## src/hw/rtl/pps_pkg.sv

```systemverilog
// Package with the shared types and constants of the priority process scheduler.
package pps_pkg;

	localparam int MaxProcs = 32;
	localparam int IdW      = 6;
	localparam int CntW     = 6;
	localparam int PosW     = 5;

	typedef enum logic [2:0] {
		REQ_CREATE    = 3'd0,
		REQ_NEW_RDY   = 3'd1,
		REQ_WAIT_RDY  = 3'd2,
		REQ_RUN_WAIT  = 3'd3,
		REQ_SCHEDULE  = 3'd4,
		REQ_LIST      = 3'd5
	} req_t;

	typedef enum logic [1:0] {
		ST_OK     = 2'd0,
		ST_NO_ID  = 2'd1,
		ST_NOT_IN = 2'd2,
		ST_EMPTY  = 2'd3
	} status_t;

	localparam logic [1:0] SEL_NEW  = 2'd0;
	localparam logic [1:0] SEL_RDY  = 2'd1;
	localparam logic [1:0] SEL_WAIT = 2'd2;

	// Operations applied to a queue of cells.
	typedef enum logic [2:0] {
		QOP_NONE   = 3'd0,
		QOP_APPEND = 3'd1,
		QOP_REMOVE = 3'd2,
		QOP_INSERT = 3'd3,
		QOP_POP    = 3'd4
	} qop_t;

	typedef struct packed {
		qop_t           op;
		logic [IdW-1:0] id;
		logic [1:0]     prio;
	} qcmd_t;

	typedef enum logic [2:0] {
		S_IDLE   = 3'd0,
		S_EXEC   = 3'd1,
		S_SCHED  = 3'd2,
		S_REINS  = 3'd3,
		S_LIST   = 3'd4,
		S_OUT    = 3'd5
	} state_t;

endpackage

```

## src/hw/rtl/pps_cell.sv

```systemverilog
// One queue cell: holds an id and its priority and shifts with its neighbors.
module pps_cell import pps_pkg::*; (
	input  logic           clk,
	input  logic           arst_n,
	input  qcmd_t          cmd,
	input  logic           prev_valid,
	input  logic [IdW-1:0] prev_id,
	input  logic [1:0]     prev_prio,
	input  logic           prev_ins_here,
	input  logic           prev_hit,
	input  logic           next_valid,
	input  logic [IdW-1:0] next_id,
	input  logic [1:0]     next_prio,
	input  logic           is_head,
	output logic           valid,
	output logic [IdW-1:0] id,
	output logic [1:0]     prio,
	output logic           ins_here,
	output logic           hit
);

	logic           valid_q;
	logic [IdW-1:0] id_q;
	logic [1:0]     prio_q;
	logic           append_here;

	assign valid = valid_q;
	assign id    = id_q;
	assign prio  = prio_q;
	// Insert point: first valid cell of strictly lower priority, or first empty.
	assign ins_here = prev_ins_here | (valid_q ? (cmd.prio > prio_q) : 1'b1);
	// Remove hit propagates so all cells at and behind the match shift forward.
	assign hit = prev_hit | (valid_q && id_q == cmd.id);
	assign append_here = !valid_q && (is_head || prev_valid);

	always_ff @(posedge clk or negedge arst_n) begin
		if (!arst_n) begin
			valid_q <= 1'b0;
		end else begin
			case (cmd.op)
				QOP_APPEND: if (append_here) valid_q <= 1'b1;
				QOP_INSERT: if (ins_here) valid_q <= prev_ins_here ? prev_valid : 1'b1;
				QOP_REMOVE: if (hit) valid_q <= next_valid;
				QOP_POP:    valid_q <= next_valid;
				default:    valid_q <= valid_q;
			endcase
		end
	end

	always_ff @(posedge clk) begin
		case (cmd.op)
			QOP_APPEND: if (append_here) begin
				id_q <= cmd.id; prio_q <= cmd.prio;
			end
			QOP_INSERT: if (ins_here) begin
				if (prev_ins_here) begin
					id_q <= prev_id; prio_q <= prev_prio;
				end else begin
					id_q <= cmd.id; prio_q <= cmd.prio;
				end
			end
			QOP_REMOVE: if (hit) begin
				id_q <= next_id; prio_q <= next_prio;
			end
			QOP_POP: begin
				id_q <= next_id; prio_q <= next_prio;
			end
			default: ;
		endcase
	end

endmodule

```

## src/hw/rtl/pps_queue.sv

```systemverilog
// A queue built as a chain of cells with a fill count.
module pps_queue import pps_pkg::*; (
	input  logic                clk,
	input  logic                arst_n,
	input  qcmd_t               cmd,
	output logic [CntW-1:0]     count,
	output logic                found,
	output logic [IdW-1:0]      head_id,
	output logic [MaxProcs-1:0][IdW-1:0] ids
);

	logic [MaxProcs-1:0]          v, ih, ht;
	logic [MaxProcs-1:0][IdW-1:0] idv;
	logic [MaxProcs-1:0][1:0]     pr;
	logic [CntW-1:0]              count_q;

	for (genvar i = 0; i < MaxProcs; i++) begin : g_cell
		pps_cell u_cell (
			.clk(clk), .arst_n(arst_n), .cmd(cmd),
			.prev_valid   (i == 0 ? 1'b0 : v[(i == 0) ? 0 : i-1]),
			.prev_id      (i == 0 ? '0 : idv[(i == 0) ? 0 : i-1]),
			.prev_prio    (i == 0 ? 2'd0 : pr[(i == 0) ? 0 : i-1]),
			.prev_ins_here(i == 0 ? 1'b0 : ih[(i == 0) ? 0 : i-1]),
			.prev_hit     (i == 0 ? 1'b0 : ht[(i == 0) ? 0 : i-1]),
			.next_valid   (i == MaxProcs-1 ? 1'b0 : v[(i == MaxProcs-1) ? i : i+1]),
			.next_id      (i == MaxProcs-1 ? '0 : idv[(i == MaxProcs-1) ? i : i+1]),
			.next_prio    (i == MaxProcs-1 ? 2'd0 : pr[(i == MaxProcs-1) ? i : i+1]),
			.is_head(i == 0),
			.valid(v[i]), .id(idv[i]), .prio(pr[i]), .ins_here(ih[i]), .hit(ht[i])
		);
	end

	assign count   = count_q;
	assign found   = ht[MaxProcs-1];
	assign head_id = idv[0];
	assign ids     = idv;

	always_ff @(posedge clk or negedge arst_n) begin
		if (!arst_n) begin
			count_q <= '0;
		end else begin
			case (cmd.op)
				QOP_APPEND, QOP_INSERT:
					if (count_q != CntW'(MaxProcs)) count_q <= count_q + 1'b1;
				QOP_REMOVE: if (found) count_q <= count_q - 1'b1;
				QOP_POP:    if (count_q != '0) count_q <= count_q - 1'b1;
				default:    count_q <= count_q;
			endcase
		end
	end

endmodule

```

## src/hw/rtl/priority_process_scheduler_unit.sv

```systemverilog
// Top level of the priority process scheduler: control sequencer and three cell queues.
// Steps: create and moves pass EXEC and OUT; schedule passes EXEC, SCHED and OUT,
// with REINS before OUT when the preempted id is put back; running to waiting passes
// EXEC, SCHED and OUT. One request is taken at a time; a list emits its ids in order.
// The queues are chains of cells that shift by one place per queue command.
// Reset (arst_n low) empties all queues, clears used ids and the running slot.
module priority_process_scheduler_unit import pps_pkg::*; (
	input  logic           clk,
	input  logic           arst_n,
	input  logic           in_valid,
	output logic           in_ready,
	input  logic [2:0]     req_type,
	input  logic [5:0]     proc_id,
	input  logic [1:0]     prio_level,
	input  logic [1:0]     queue_select,
	output logic           out_valid,
	input  logic           out_ready,
	output logic [5:0]     result_pid,
	output logic [1:0]     status,
	output logic           last_item
);

	state_t state_q, state_d;

	// Captured request.
	logic [2:0]     req_q;
	logic [IdW-1:0] pid_q;
	logic [1:0]     prio_q;
	logic [1:0]     sel_q;

	// Machine state outside the queues.
	logic [MaxProcs-1:0]      used_q;
	logic [MaxProcs-1:0][1:0] pprio_q;
	logic [IdW-1:0]           run_q;
	logic [IdW-1:0]           preempt_q;

	// Output register.
	logic           ov_q;
	logic [IdW-1:0] opid_q;
	logic [1:0]     ost_q;
	logic           olast_q;

	// List walk.
	logic [PosW-1:0] lidx_q;
	logic [CntW-1:0] lcnt_q;
	logic [MaxProcs-1:0][IdW-1:0] lids_q;

	qcmd_t cmd_new, cmd_rdy, cmd_wait;
	logic [CntW-1:0] cnt_new, cnt_rdy, cnt_wait;
	logic found_new, found_rdy, found_wait;
	logic [IdW-1:0] head_new, head_rdy, head_wait;
	logic [MaxProcs-1:0][IdW-1:0] ids_new, ids_rdy, ids_wait;

	pps_queue u_new (.clk(clk), .arst_n(arst_n), .cmd(cmd_new), .count(cnt_new),
		.found(found_new), .head_id(head_new), .ids(ids_new));
	pps_queue u_rdy (.clk(clk), .arst_n(arst_n), .cmd(cmd_rdy), .count(cnt_rdy),
		.found(found_rdy), .head_id(head_rdy), .ids(ids_rdy));
	pps_queue u_wait (.clk(clk), .arst_n(arst_n), .cmd(cmd_wait), .count(cnt_wait),
		.found(found_wait), .head_id(head_wait), .ids(ids_wait));

	// Lowest never-used id, found by a priority encode over the used bits.
	logic [IdW-1:0] free_id;
	logic           free_ok;
	always_comb begin
		free_id = '0;
		free_ok = 1'b0;
		for (int i = MaxProcs-1; i >= 0; i--) begin
			if (!used_q[i]) begin
				free_id = IdW'(i + 1);
				free_ok = 1'b1;
			end
		end
	end

	logic pid_range;
	logic [PosW-1:0] pid_idx;
	assign pid_range = (pid_q != '0) && (pid_q <= IdW'(MaxProcs));
	assign pid_idx   = PosW'(pid_q - 1'b1);

	logic [PosW-1:0] run_idx, pre_idx;
	assign run_idx = PosW'(run_q - 1'b1);
	assign pre_idx = PosW'(preempt_q - 1'b1);

	// Whether the id being moved is found in its source queue; its stored priority goes with it.
	logic move_hit;
	assign move_hit = pid_range &&
		((req_q == REQ_NEW_RDY) ? found_new : found_wait);

	logic [1:0] list_sel_eff;
	logic [CntW-1:0] list_n;
	always_comb begin
		case (sel_q)
			SEL_NEW:  list_n = cnt_new;
			SEL_RDY:  list_n = cnt_rdy;
			SEL_WAIT: list_n = cnt_wait;
			default:  list_n = '0;
		endcase
		list_sel_eff = sel_q;
	end

	// Sequencer and queue commands.
	always_comb begin
		state_d  = state_q;
		cmd_new  = '{op: QOP_NONE, id: pid_q, prio: 2'd0};
		cmd_rdy  = '{op: QOP_NONE, id: pid_q, prio: 2'd0};
		cmd_wait = '{op: QOP_NONE, id: pid_q, prio: 2'd0};
		in_ready = 1'b0;
		case (state_q)
			S_IDLE: begin
				in_ready = 1'b1;
				if (in_valid) state_d = S_EXEC;
			end
			S_EXEC: begin
				case (req_q)
					REQ_CREATE: begin
						if (free_ok) begin
							cmd_new.op = QOP_APPEND;
							cmd_new.id = free_id;
						end
						state_d = S_OUT;
					end
					REQ_NEW_RDY, REQ_WAIT_RDY: begin
						if (pid_range) begin
							if (req_q == REQ_NEW_RDY) cmd_new.op = QOP_REMOVE;
							else                      cmd_wait.op = QOP_REMOVE;
						end
						if (move_hit) begin
							cmd_rdy.op   = QOP_INSERT;
							cmd_rdy.prio = pprio_q[pid_idx];
						end
						state_d = S_OUT;
					end
					REQ_RUN_WAIT: begin
						if (run_q != '0) begin
							cmd_wait.op = QOP_APPEND;
							cmd_wait.id = run_q;
						end
						state_d = S_SCHED;
					end
					REQ_SCHEDULE: state_d = S_SCHED;
					REQ_LIST: state_d = S_LIST;
					default: state_d = S_IDLE;
				endcase
			end
			S_SCHED: begin
				if (cnt_rdy != '0) cmd_rdy.op = QOP_POP;
				state_d = (cnt_rdy != '0 && run_q != '0) ? S_REINS : S_OUT;
			end
			S_REINS: begin
				cmd_rdy.op   = QOP_INSERT;
				cmd_rdy.id   = preempt_q;
				cmd_rdy.prio = pprio_q[pre_idx];
				state_d      = S_OUT;
			end
			S_LIST: begin
				if (!ov_q || out_ready) begin
					if (lcnt_q == '0 || CntW'(lidx_q) + 1'b1 >= lcnt_q) state_d = S_OUT;
				end
			end
			S_OUT: begin
				if (!ov_q || out_ready) state_d = S_IDLE;
			end
			default: state_d = S_IDLE;
		endcase
	end

	always_ff @(posedge clk or negedge arst_n) begin
		if (!arst_n) state_q <= S_IDLE;
		else         state_q <= state_d;
	end

	always_ff @(posedge clk) begin
		if (state_q == S_IDLE && in_valid) begin
			req_q  <= req_type;
			pid_q  <= proc_id;
			prio_q <= (prio_level == 2'd3) ? 2'd2 : prio_level;
			sel_q  <= queue_select;
		end
	end

	// Result fields staged for S_OUT or the list walk.
	logic [IdW-1:0] rpid_q;
	logic [1:0]     rst_q;

	// The output register is loaded when a list entry that is not the last one
	// goes out, or when the final result of a request goes out.
	logic ov_set;
	always_comb begin
		ov_set = 1'b0;
		if (!ov_q || out_ready) begin
			case (state_q)
				S_LIST:  ov_set = (lcnt_q != '0 && CntW'(lidx_q) + 1'b1 < lcnt_q);
				S_OUT:   ov_set = 1'b1;
				default: ov_set = 1'b0;
			endcase
		end
	end

	always_ff @(posedge clk or negedge arst_n) begin
		if (!arst_n) begin
			used_q <= '0;
			run_q  <= '0;
			ov_q   <= 1'b0;
			lidx_q <= '0;
		end else begin
			if (ov_set)         ov_q <= 1'b1;
			else if (out_ready) ov_q <= 1'b0;
			case (state_q)
				S_EXEC: begin
					lidx_q <= '0;
					case (req_q)
						REQ_CREATE: if (free_ok) used_q[PosW'(free_id - 1'b1)] <= 1'b1;
						REQ_RUN_WAIT: run_q <= '0;
						default: ;
					endcase
				end
				S_SCHED: if (cnt_rdy != '0) run_q <= head_rdy;
				S_LIST: if (ov_set) lidx_q <= lidx_q + 1'b1;
				default: ;
			endcase
		end
	end

	// Payload registers.
	always_ff @(posedge clk) begin
		case (state_q)
			S_EXEC: begin
				case (req_q)
					REQ_CREATE: begin
						if (free_ok) begin
							pprio_q[PosW'(free_id - 1'b1)] <= prio_q;
							rpid_q <= free_id;
							rst_q  <= ST_OK;
						end else begin
							rpid_q <= '0;
							rst_q  <= ST_NO_ID;
						end
					end
					REQ_NEW_RDY, REQ_WAIT_RDY: begin
						rpid_q <= '0;
						rst_q  <= move_hit ? ST_OK : ST_NOT_IN;
					end
					REQ_LIST: begin
						lcnt_q <= list_n;
						case (list_sel_eff)
							SEL_RDY:  lids_q <= ids_rdy;
							SEL_WAIT: lids_q <= ids_wait;
							default:  lids_q <= ids_new;
						endcase
					end
					default: ;
				endcase
			end
			S_SCHED: begin
				preempt_q <= run_q;
				if (cnt_rdy != '0) begin
					rpid_q <= head_rdy;
					rst_q  <= ST_OK;
				end else begin
					rpid_q <= '0;
					rst_q  <= ST_EMPTY;
				end
			end
			S_LIST: if (!ov_q || out_ready) begin
				if (lcnt_q == '0) begin
					rpid_q <= '0;
					rst_q  <= ST_EMPTY;
				end else if (CntW'(lidx_q) + 1'b1 >= lcnt_q) begin
					rpid_q <= lids_q[lidx_q];
					rst_q  <= ST_OK;
				end else begin
					opid_q  <= lids_q[lidx_q];
					ost_q   <= ST_OK;
					olast_q <= 1'b0;
				end
			end
			S_OUT: if (!ov_q || out_ready) begin
				opid_q  <= rpid_q;
				ost_q   <= rst_q;
				olast_q <= 1'b1;
			end
			default: ;
		endcase
	end

	assign out_valid  = ov_q;
	assign result_pid = opid_q;
	assign status     = ost_q;
	assign last_item  = olast_q;

	// A result that waits keeps its valid and its payload until the transfer.
	assert property (@(posedge clk) disable iff (!arst_n)
		(out_valid && !out_ready) |=> out_valid && $stable(result_pid)
		&& $stable(status) && $stable(last_item))
		else $error("result changed while waiting");
	// The running id always lies in range.
	assert property (@(posedge clk) disable iff (!arst_n)
		run_q <= IdW'(MaxProcs))
		else $error("running id out of range");
	// Queue fill counts never exceed the number of ids.
	assert property (@(posedge clk) disable iff (!arst_n)
		(cnt_new <= CntW'(MaxProcs)) && (cnt_rdy <= CntW'(MaxProcs))
		&& (cnt_wait <= CntW'(MaxProcs)))
		else $error("queue count overflow");

endmodule
```

## config.mk

```make
export PLATFORM = sky130hd
export DESIGN_NAME = priority_process_scheduler_unit
export DESIGN_NICKNAME = d
export VERILOG_FILES = /design/src/hw/rtl/pps_pkg.sv /design/src/hw/rtl/pps_cell.sv /design/src/hw/rtl/pps_queue.sv /design/src/hw/rtl/priority_process_scheduler_unit.sv
export SDC_FILE = /design/constraint.sdc
export NUM_CORES = 2
export LEC_CHECK = 0
export ABC_AREA = 1
export BUFFER_PORTS_ARGS = -buffer_cell sky130_fd_sc_hd__buf_2
export CAP_MARGIN = 20
export CORE_AREA = 4 4 372 374
export CTS_CLUSTER_SIZE = 12
export DETAILED_ROUTE_END_ITERATION = 10
export DIE_AREA = 0 0 376 378
export SLEW_MARGIN = 20
export SYNTH_ARGS = -nofsm -noshare
export SYNTH_HDL_FRONTEND = slang
export SYNTH_SLANG_ARGS = --single-unit
```

## constraint.sdc

```tcl
create_clock -name clk -period 29.7 [get_ports clk]
set_input_delay 5.94 -clock clk [delete_from_list [all_inputs] [get_ports clk]]
set_output_delay 5.94 -clock clk [all_outputs]
set_load 0.05 [all_outputs]
```

==> Word-level counts from Yosys, hierarchy flattened <==
Index checks and enable logic that the tools add are counted.
{ "classes": {"bitwise": 187, "order_cmp": 104, "mux": 1681, "n_eq_ne": 429, "reduce_logical": 427, "addsub": 11} }
{ "ops": {"columns": ["op", "n"], "rows": [
  ["6-bit two-way mux", 437],
  ["6-bit one-hot mux with 4 select lines", 96],
  ["2-bit two-way mux", 400],
  ["2-bit one-hot mux with 4 select lines", 96],
  ["2-bit inequality test (second input constant)", 297],
  ["6-bit == test", 96],
  ["1-bit two-way mux", 517],
  ["4-bit AND reduction", 101],
  ["1-bit one-hot mux with 4 select lines", 96],
  ["192-bit one-hot mux with 2 select lines", 1],
  ["1-bit logical AND", 195],
  ["1-bit OR", 186],
  ["1-bit by 2-bit > comparator with 1-bit output (first input constant)", 64],
  ["1-bit zero test", 94],
  ["6-bit one-hot mux with 3 select lines", 5],
  ["64-bit bitwise mux", 1],
  ["2-bit > comparator", 32],
  ["6-bit one-hot mux with 2 select lines", 3],
  ["6-bit nonzero test", 6],
  ["32-bit OR", 1],
  ["6-bit binary-select mux with 5-bit select", 1],
  ["3-bit by 2-bit == test with 1-bit output (second input constant)", 8],
  ["5-bit by 6-bit < comparator with 1-bit output (second input constant)", 4],
  ["3-bit two-way mux", 7],
  ["other kinds (42)", 95]
]} }
{ "word_totals": {"reg_bits": 1227, "wordCells": 3210} }

==> Longest topological paths before layout <==
{ "logic_depth": {"depth_word": 108, "mapped_depth": 79, "depth_no_buf": 77} }

==> Hierarchy <==
From an unflattened synthesis, not the netlist that was laid out.
{ "unflattened": {"cells_unflattened": 13129, "hier_area_um2": 91069.8} }
{ "by_module_without_submodules": {"columns": ["module", "n_inst", "cells_each", "area_each_um2", "seq_area_each_um2"], "rows": [
  ["pps_cell (u_new.g_cell[0].u_cell ...)", 95, 109, 725.7, 265.3],
  ["priority_process_scheduler_unit", 1, 2346, 19326.0, 10124.7],
  ["pps_queue", 3, 103, 669.4, 150.1],
  ["pps_cell (u_rdy.g_cell[19].u_cell)", 1, 119, 794.5, 265.3]
]} }

==> Worst setup path before layout <==
OpenSTA, ideal clock, no wires.
{ "synth_path": {"path_kind": "reg2reg", "from": "register state_q[2]", "to": "register lcnt_q[0], enable pin", "synth_period_minus_slack_ps": 20566, "required_time_ps": 28459, "arrival_time_ps": 19325, "stages_incl_launch_ff": 4, "setup_slack_ps": 9134, "setup_ps": 1241, "path_cell_list": "dfrtp_1 nor2_1 nand2_1 nor4_1"} }
{ "synth_between": {"elab_chain_len": 2} }
{ "synth_rtl": {"columns": ["element", "line_no", "text"], "rows": [
  ["start: declaration", "priority_process_scheduler_unit.sv:23", "state_t state_q, state_d;"],
  ["start signal: assignment", "priority_process_scheduler_unit.sv:169", "else state_q <= state_d;"],
  ["3-bit by 1-bit == test with 1-bit output", "priority_process_scheduler_unit.sv:226", "case (state_q)"],
  ["2-bit AND reduction (no source line)", null, null],
  ["end signal: assignment", "priority_process_scheduler_unit.sv:244", "lcnt_q <= list_n;"],
  ["end: declaration", "priority_process_scheduler_unit.sv:45", "logic [CntW-1:0] lcnt_q;"]
]} }
Every way passes these cells.
A chain may end at the register's enable or synchronous reset.

==> Final worst setup path <==
{ "layout_path": {"from": "register used_q[26]", "to": "register u_rdy.g_cell[31].u_cell.id_q[2], enable pin"} }
{ "layout_between": {"elab_chain_len": 103, "elab_cells_between_ends": 264, "classes_between": "order compare: 32; eq/ne: 39; mux: 96; bitwise: 62; reduce/logical: 35"} }
{ "layout_rtl": {"columns": ["element", "line_no", "text"], "rows": [
  ["start: declaration", "priority_process_scheduler_unit.sv:32", "logic [MaxProcs-1:0] used_q;"],
  ["start signal: assignment", "priority_process_scheduler_unit.sv:201", "used_q <= '0;"],
  ["start signal: indexed assignment", "priority_process_scheduler_unit.sv:212", "REQ_CREATE: if (free_ok) used_q[PosW'(free_id - 1'b1)] <= 1'b1;"],
  ["6-bit two-way mux / 1-bit two-way mux (equally long branches) (27 in a row)", "priority_process_scheduler_unit.sv:68", "if (!used_q[i]) begin"],
  ["7-bit two-way mux (*)", "priority_process_scheduler_unit.sv:116", "if (free_ok) begin"],
  ["6-bit two-way mux (*)", "priority_process_scheduler_unit.sv:114", "case (req_q)"],
  ["8-bit two-way mux (*)", "priority_process_scheduler_unit.sv:108", "case (state_q)"],
  ["6-bit == test", "pps_cell.sv:33", "assign hit = prev_hit | (valid_q && id_q == cmd.id);"],
  ["1-bit logical AND", "pps_cell.sv:33", null],
  ["1-bit OR (30 in a row)", "pps_cell.sv:33", null],
  ["1-bit OR (*)", "pps_cell.sv:33", null],
  ["[... 2 more ...]", null, null],
  ["2-bit two-way mux", "priority_process_scheduler_unit.sv:127", "if (move_hit) begin"],
  ["2-bit two-way mux", "priority_process_scheduler_unit.sv:114", null],
  ["2-bit one-hot mux with 2 select lines", "priority_process_scheduler_unit.sv:108", null],
  ["2-bit > comparator", "pps_cell.sv:31", "assign ins_here = prev_ins_here | (valid_q ? (cmd.prio > prio_q) : 1'b1);"],
  ["1-bit two-way mux", "pps_cell.sv:31", null],
  ["1-bit OR (31 in a row)", "pps_cell.sv:31", null],
  ["2-bit inequality test (no source line)", null, null],
  ["4-bit AND reduction (no source line) (*)", null, null],
  ["end signal: assignment", "pps_cell.sv:53", "id_q <= cmd.id; prio_q <= cmd.prio;"],
  ["end signal: assignment", "pps_cell.sv:57", "id_q <= prev_id; prio_q <= prev_prio;"],
  ["end signal: assignment", "pps_cell.sv:59", "id_q <= cmd.id; prio_q <= cmd.prio;"],
  ["end: declaration", "pps_cell.sv:23", "logic [IdW-1:0] id_q;"]
]} }
Mark *: on every way between the ends. The rest lies on a longest branch, timed or not.

==> metrics.txt <==
# TYPE chip_impl_metric gauge
chip_impl_info{name="status",value="finished clean"} 1
chip_impl_metric{name="drt_first_iter_violations",unit=""} 10200
chip_impl_metric{name="post_route_clock_skew",unit="ns"} 0.0271
chip_impl_metric{name="grt_pass1_vias",unit=""} 59000
chip_impl_metric{name="netlist_instances",unit=""} 7997
chip_impl_metric{name="drc",unit=""} 0
chip_impl_metric{name="cts.clk_slew.worst_paths",unit="ns"} 0.06
chip_impl_info{name="family_with_the_most_delay_on_the_worst_path",value="simple AND/OR/NAND/NOR gates"} 1
chip_impl_info{name="synth_largest_area_cell",value="sky130_fd_sc_hd__edfxtp_1"} 1
chip_impl_metric{name="cts.repair.resized",unit=""} 0
chip_impl_metric{name="post_dp_cell_area",unit="µm²"} 68600
chip_impl_metric{name="grt_antenna_before_repair",unit=""} 4
chip_impl_metric{name="arrival",unit="ns"} 14.34
chip_impl_metric{name="total_negative_setup_slack",unit="ns"} 0
chip_impl_metric{name="num-nets-final",unit=""} 7880
chip_impl_metric{name="fp.coreArea",unit="µm²"} 135000
chip_impl_metric{name="synth_cell_area",unit="µm²"} 67200
chip_impl_info{name="synth_ff_type",value="sky130_fd_sc_hd__edfxtp_1"} 1
chip_impl_metric{name="power_density",unit="nW/µm²"} 67.6
chip_impl_metric{name="synth_enable_flop_cells",unit=""} 938
chip_impl_info{name="tritoncts",value="built"} 1
chip_impl_info{name="root_buffer",value="sky130_fd_sc_hd__clkbuf_16"} 1
chip_impl_metric{name="finalWorstPathRequiredPeriod",unit="ns"} 13.96
chip_impl_metric{name="drv_slew",unit=""} 0
chip_impl_metric{name="floorplan.die.width",unit="µm"} 376
chip_impl_metric{name="place.detailed.hpwl",unit="µm"} 203000
chip_impl_metric{name="detail_route.vias_per_cell",unit=""} 6.63
chip_impl_metric{name="critical_path.max_fanout",unit=""} 42
chip_impl_metric{name="buffer_ports.inserted",unit=""} 27
chip_impl_metric{name="design_area",unit="µm²"} 72900
chip_impl_metric{name="grt_pass1_wl",unit="µm"} 410000
chip_impl_metric{name="cts-buffers-inserted",unit=""} 135
chip_impl_info{name="critical_path.endpoint_type",value="flip-flop"} 1
chip_impl_metric{name="slew_at_the_pin_closest_to_its_max_slew_limit",unit="ns"} 1.29
chip_impl_metric{name="io-pin-count",unit=""} 28
chip_impl_metric{name="clockBufferDepth",unit=""} 3
chip_impl_info{name="synthMostInstantiatedCell",value="sky130_fd_sc_hd__nand2_1"} 1
chip_impl_metric{name="slowest_delay",unit="ns"} 0.72
chip_impl_metric{name="timing.critical_path.buf_inv",unit=""} 6
chip_impl_info{name="criticalPathCategory",value="flip-flop to flip-flop"} 1
chip_impl_metric{name="grt_start_max_net_pins",unit=""} 211
chip_impl_metric{name="detail_route.wirelength",unit="µm"} 285000
chip_impl_metric{name="wl_per_cell",unit="µm"} 29.5
chip_impl_info{name="rsz0062_at_grt",value="no"} 1
chip_impl_metric{name="clock_sink_count",unit=""} 1099
chip_impl_metric{name="ys_ff_latch",unit=""} 1099
chip_impl_metric{name="grt_overflow_total",unit=""} 0
chip_impl_info{name="min_path_type",value="flip-flop to flip-flop"} 1
chip_impl_metric{name="slew_headroom",unit="%"} 13.9
chip_impl_metric{name="htree_num_levels",unit=""} 4
chip_impl_metric{name="clk_latency_worst_skew_pair",unit="ns"} 0.78
chip_impl_metric{name="drt_antenna_net_count",unit=""} 0
chip_impl_metric{name="cellLeakagePower",unit="nW"} 28.3
chip_impl_metric{name="gp_congestion",unit=""} 1.00
chip_impl_metric{name="synth_sequential_area_ratio",unit="%"} 47.9
chip_impl_metric{name="cts_setup_buffers",unit=""} 0
chip_impl_info{name="ys_top_cells_by_count",value="sky130_fd_sc_hd__nand2_1, sky130_fd_sc_hd__o21ai_0, sky130_fd_sc_hd__inv_1, sky130_fd_sc_hd__edfxtp_1, sky130_fd_sc_hd__o22ai_1"} 1
chip_impl_metric{name="synth_warnings",unit=""} 0
chip_impl_metric{name="grt_usage",unit="%"} 39.0
chip_impl_metric{name="hold_buffers",unit=""} 0
chip_impl_metric{name="timing.max_cap.violations",unit=""} 0
chip_impl_metric{name="final_cycle_share",unit="%"} 47.0
chip_impl_metric{name="post_route_cells_drive_above_1_share",unit="%"} 6.18
chip_impl_info{name="critical_path.slowest_cell",value="sky130_fd_sc_hd__nand3_1"} 1
chip_impl_metric{name="timing_hold_violations_final",unit=""} 0
chip_impl_metric{name="post_synth.cell_area_avg",unit="µm²"} 8.40
chip_impl_metric{name="design.die.area",unit="µm²"} 142000
chip_impl_metric{name="vdd_drop_max",unit="mV"} 0.0475
chip_impl_metric{name="die_h",unit="µm"} 378
chip_impl_info{name="critical_path.startpoint_type",value="flip-flop"} 1
chip_impl_metric{name="number_of_nets_produced_by_synthesis",unit=""} 8117
chip_impl_metric{name="area_delta_synth_final",unit="%"} 8.54
chip_impl_metric{name="synth_cell_types",unit=""} 67
chip_impl_metric{name="fmax",unit="MHz"} 71.6
chip_impl_metric{name="total_of_endpoints_with_negative_setup_slack_in_the_final_report",unit=""} 0
chip_impl_metric{name="dr_total_vias",unit=""} 64000
chip_impl_metric{name="num_rows",unit=""} 135
chip_impl_info{name="synthTopCellsByArea",value="sky130_fd_sc_hd__edfxtp_1, sky130_fd_sc_hd__o21ai_0, sky130_fd_sc_hd__nand2_1"} 1
chip_impl_metric{name="initial_utilization",unit="%"} 49.8
chip_impl_metric{name="yosys.area.top_type_share",unit="%"} 41.9
chip_impl_metric{name="cp_data_required_time",unit="ns"} 30.08
chip_impl_metric{name="async_flop_share",unit="%"} 14.6
chip_impl_info{name="cp_common_cell",value="sky130_fd_sc_hd__nand2_1"} 1
chip_impl_metric{name="drt_pass1_iterations",unit=""} 8
metal layers:
layer	vias to the layer above	track usage [%]	part of all wire, %
li1	28200	-	-
met1	30700	52.2	38
met2	4345	56.7	42
met3	782	6.34	10
met4	2	30.2	9.2
met5	-	0	0.0032
placed cells by master (no fill, tap or decap), drive strengths merged, types with 54 or more instances in the layout:
| cell type | n |
|---|---|
| buf | 149 |
| a31oi | 62 |
| xor2 | 100 |
| o21ai | 1283 |
| ha | 100 |
| dfrtp | 161 |
| o211ai | 299 |
| nand3 | 196 |
| inv | 1115 |
| clkbuf | 193 |
| o22ai | 550 |
| o221ai | 161 |
| edfxtp | 938 |
| a21oi | 380 |
| nor2 | 448 |
| nand2 | 1328 |
| clkinv | 54 |
power breakdown:
group	internal, mW	leakage (nW)	switching (mW)
sequential	1.87	10.5	0.132
combinational	0.307	15.8	0.974
clock	0.953	2.10	0.700
sequential cells by signal, summed over array words and instances (netlist names), 64 cells and up:
name,cells
lids_q,192
pprio_q,64
u_new.g_cell.u_cell.id,192
u_rdy.g_cell.u_cell.id,192
u_rdy.g_cell.u_cell.prio,64
u_wait.g_cell.u_cell.id,192
final cells by class:
cell class                 count  area (µm²)
antenna                        3        7.51
clock inverter                55         462
fill                       12600       62000
tap                         1781        2230
timing repair buffer         150        1090
inverter                    1123        4270
sequential                  1099       32200
multi-input combinational   5251       28800
clock buffer                 192        3840
path summary, 6_finish.rpt:
path	from	end	slack (ns)	depth (start not counted)
max	used_q[26]	u_rdy.g_cell[31].u_cell.id[2]	15.74	54
min	u_rdy.count[0]	u_rdy.count[0]	0.47	1
max reg2reg	used_q[26]	u_rdy.g_cell[31].u_cell.id[2]	15.74	54
min reg2reg	u_rdy.count[0]	u_rdy.count[0]	0.47	1
max in group asynchronous	arst_n	u_new.g_cell[9].u_cell.valid	23.24	2
min in group asynchronous	arst_n	u_rdy.count[4]	5.25	1
through the flow:
| step | power, mW | instances | util [%] | hold slack, ns | worst slack [ns] |
|---|---|---|---|---|---|
| after floorplan | 2.78 | 7997 | - | 0.442 | 9.13 |
| after global placement | 3.24 | 9403 | 50.8 | 0.456 | 16.54 |
| after detailed placement | 3.26 | 9404 | 50.8 | 0.462 | 16.27 |
| after CTS | 4.89 | 9651 | 54.0 | 0.473 | 16.25 |
| after global routing | 5.10 | 9651 | 54.0 | 0.508 | 14.72 |
| final | 4.93 | 9654 | 54.0 | 0.468 | 15.74 |
cells by family after synthesis:
kind of cell | Yosys count | synth area share (%)
flops | 1099 | 47.9
compound gates | 2915 | 25.8
buf+inv | 1647 | 9.40
fa+ha+maj | 103 | 1.95
simple gates | 2128 | 13.5
xor+xnor | 105 | 1.37
No activity file was read; power rests on OpenSTA's default activity.
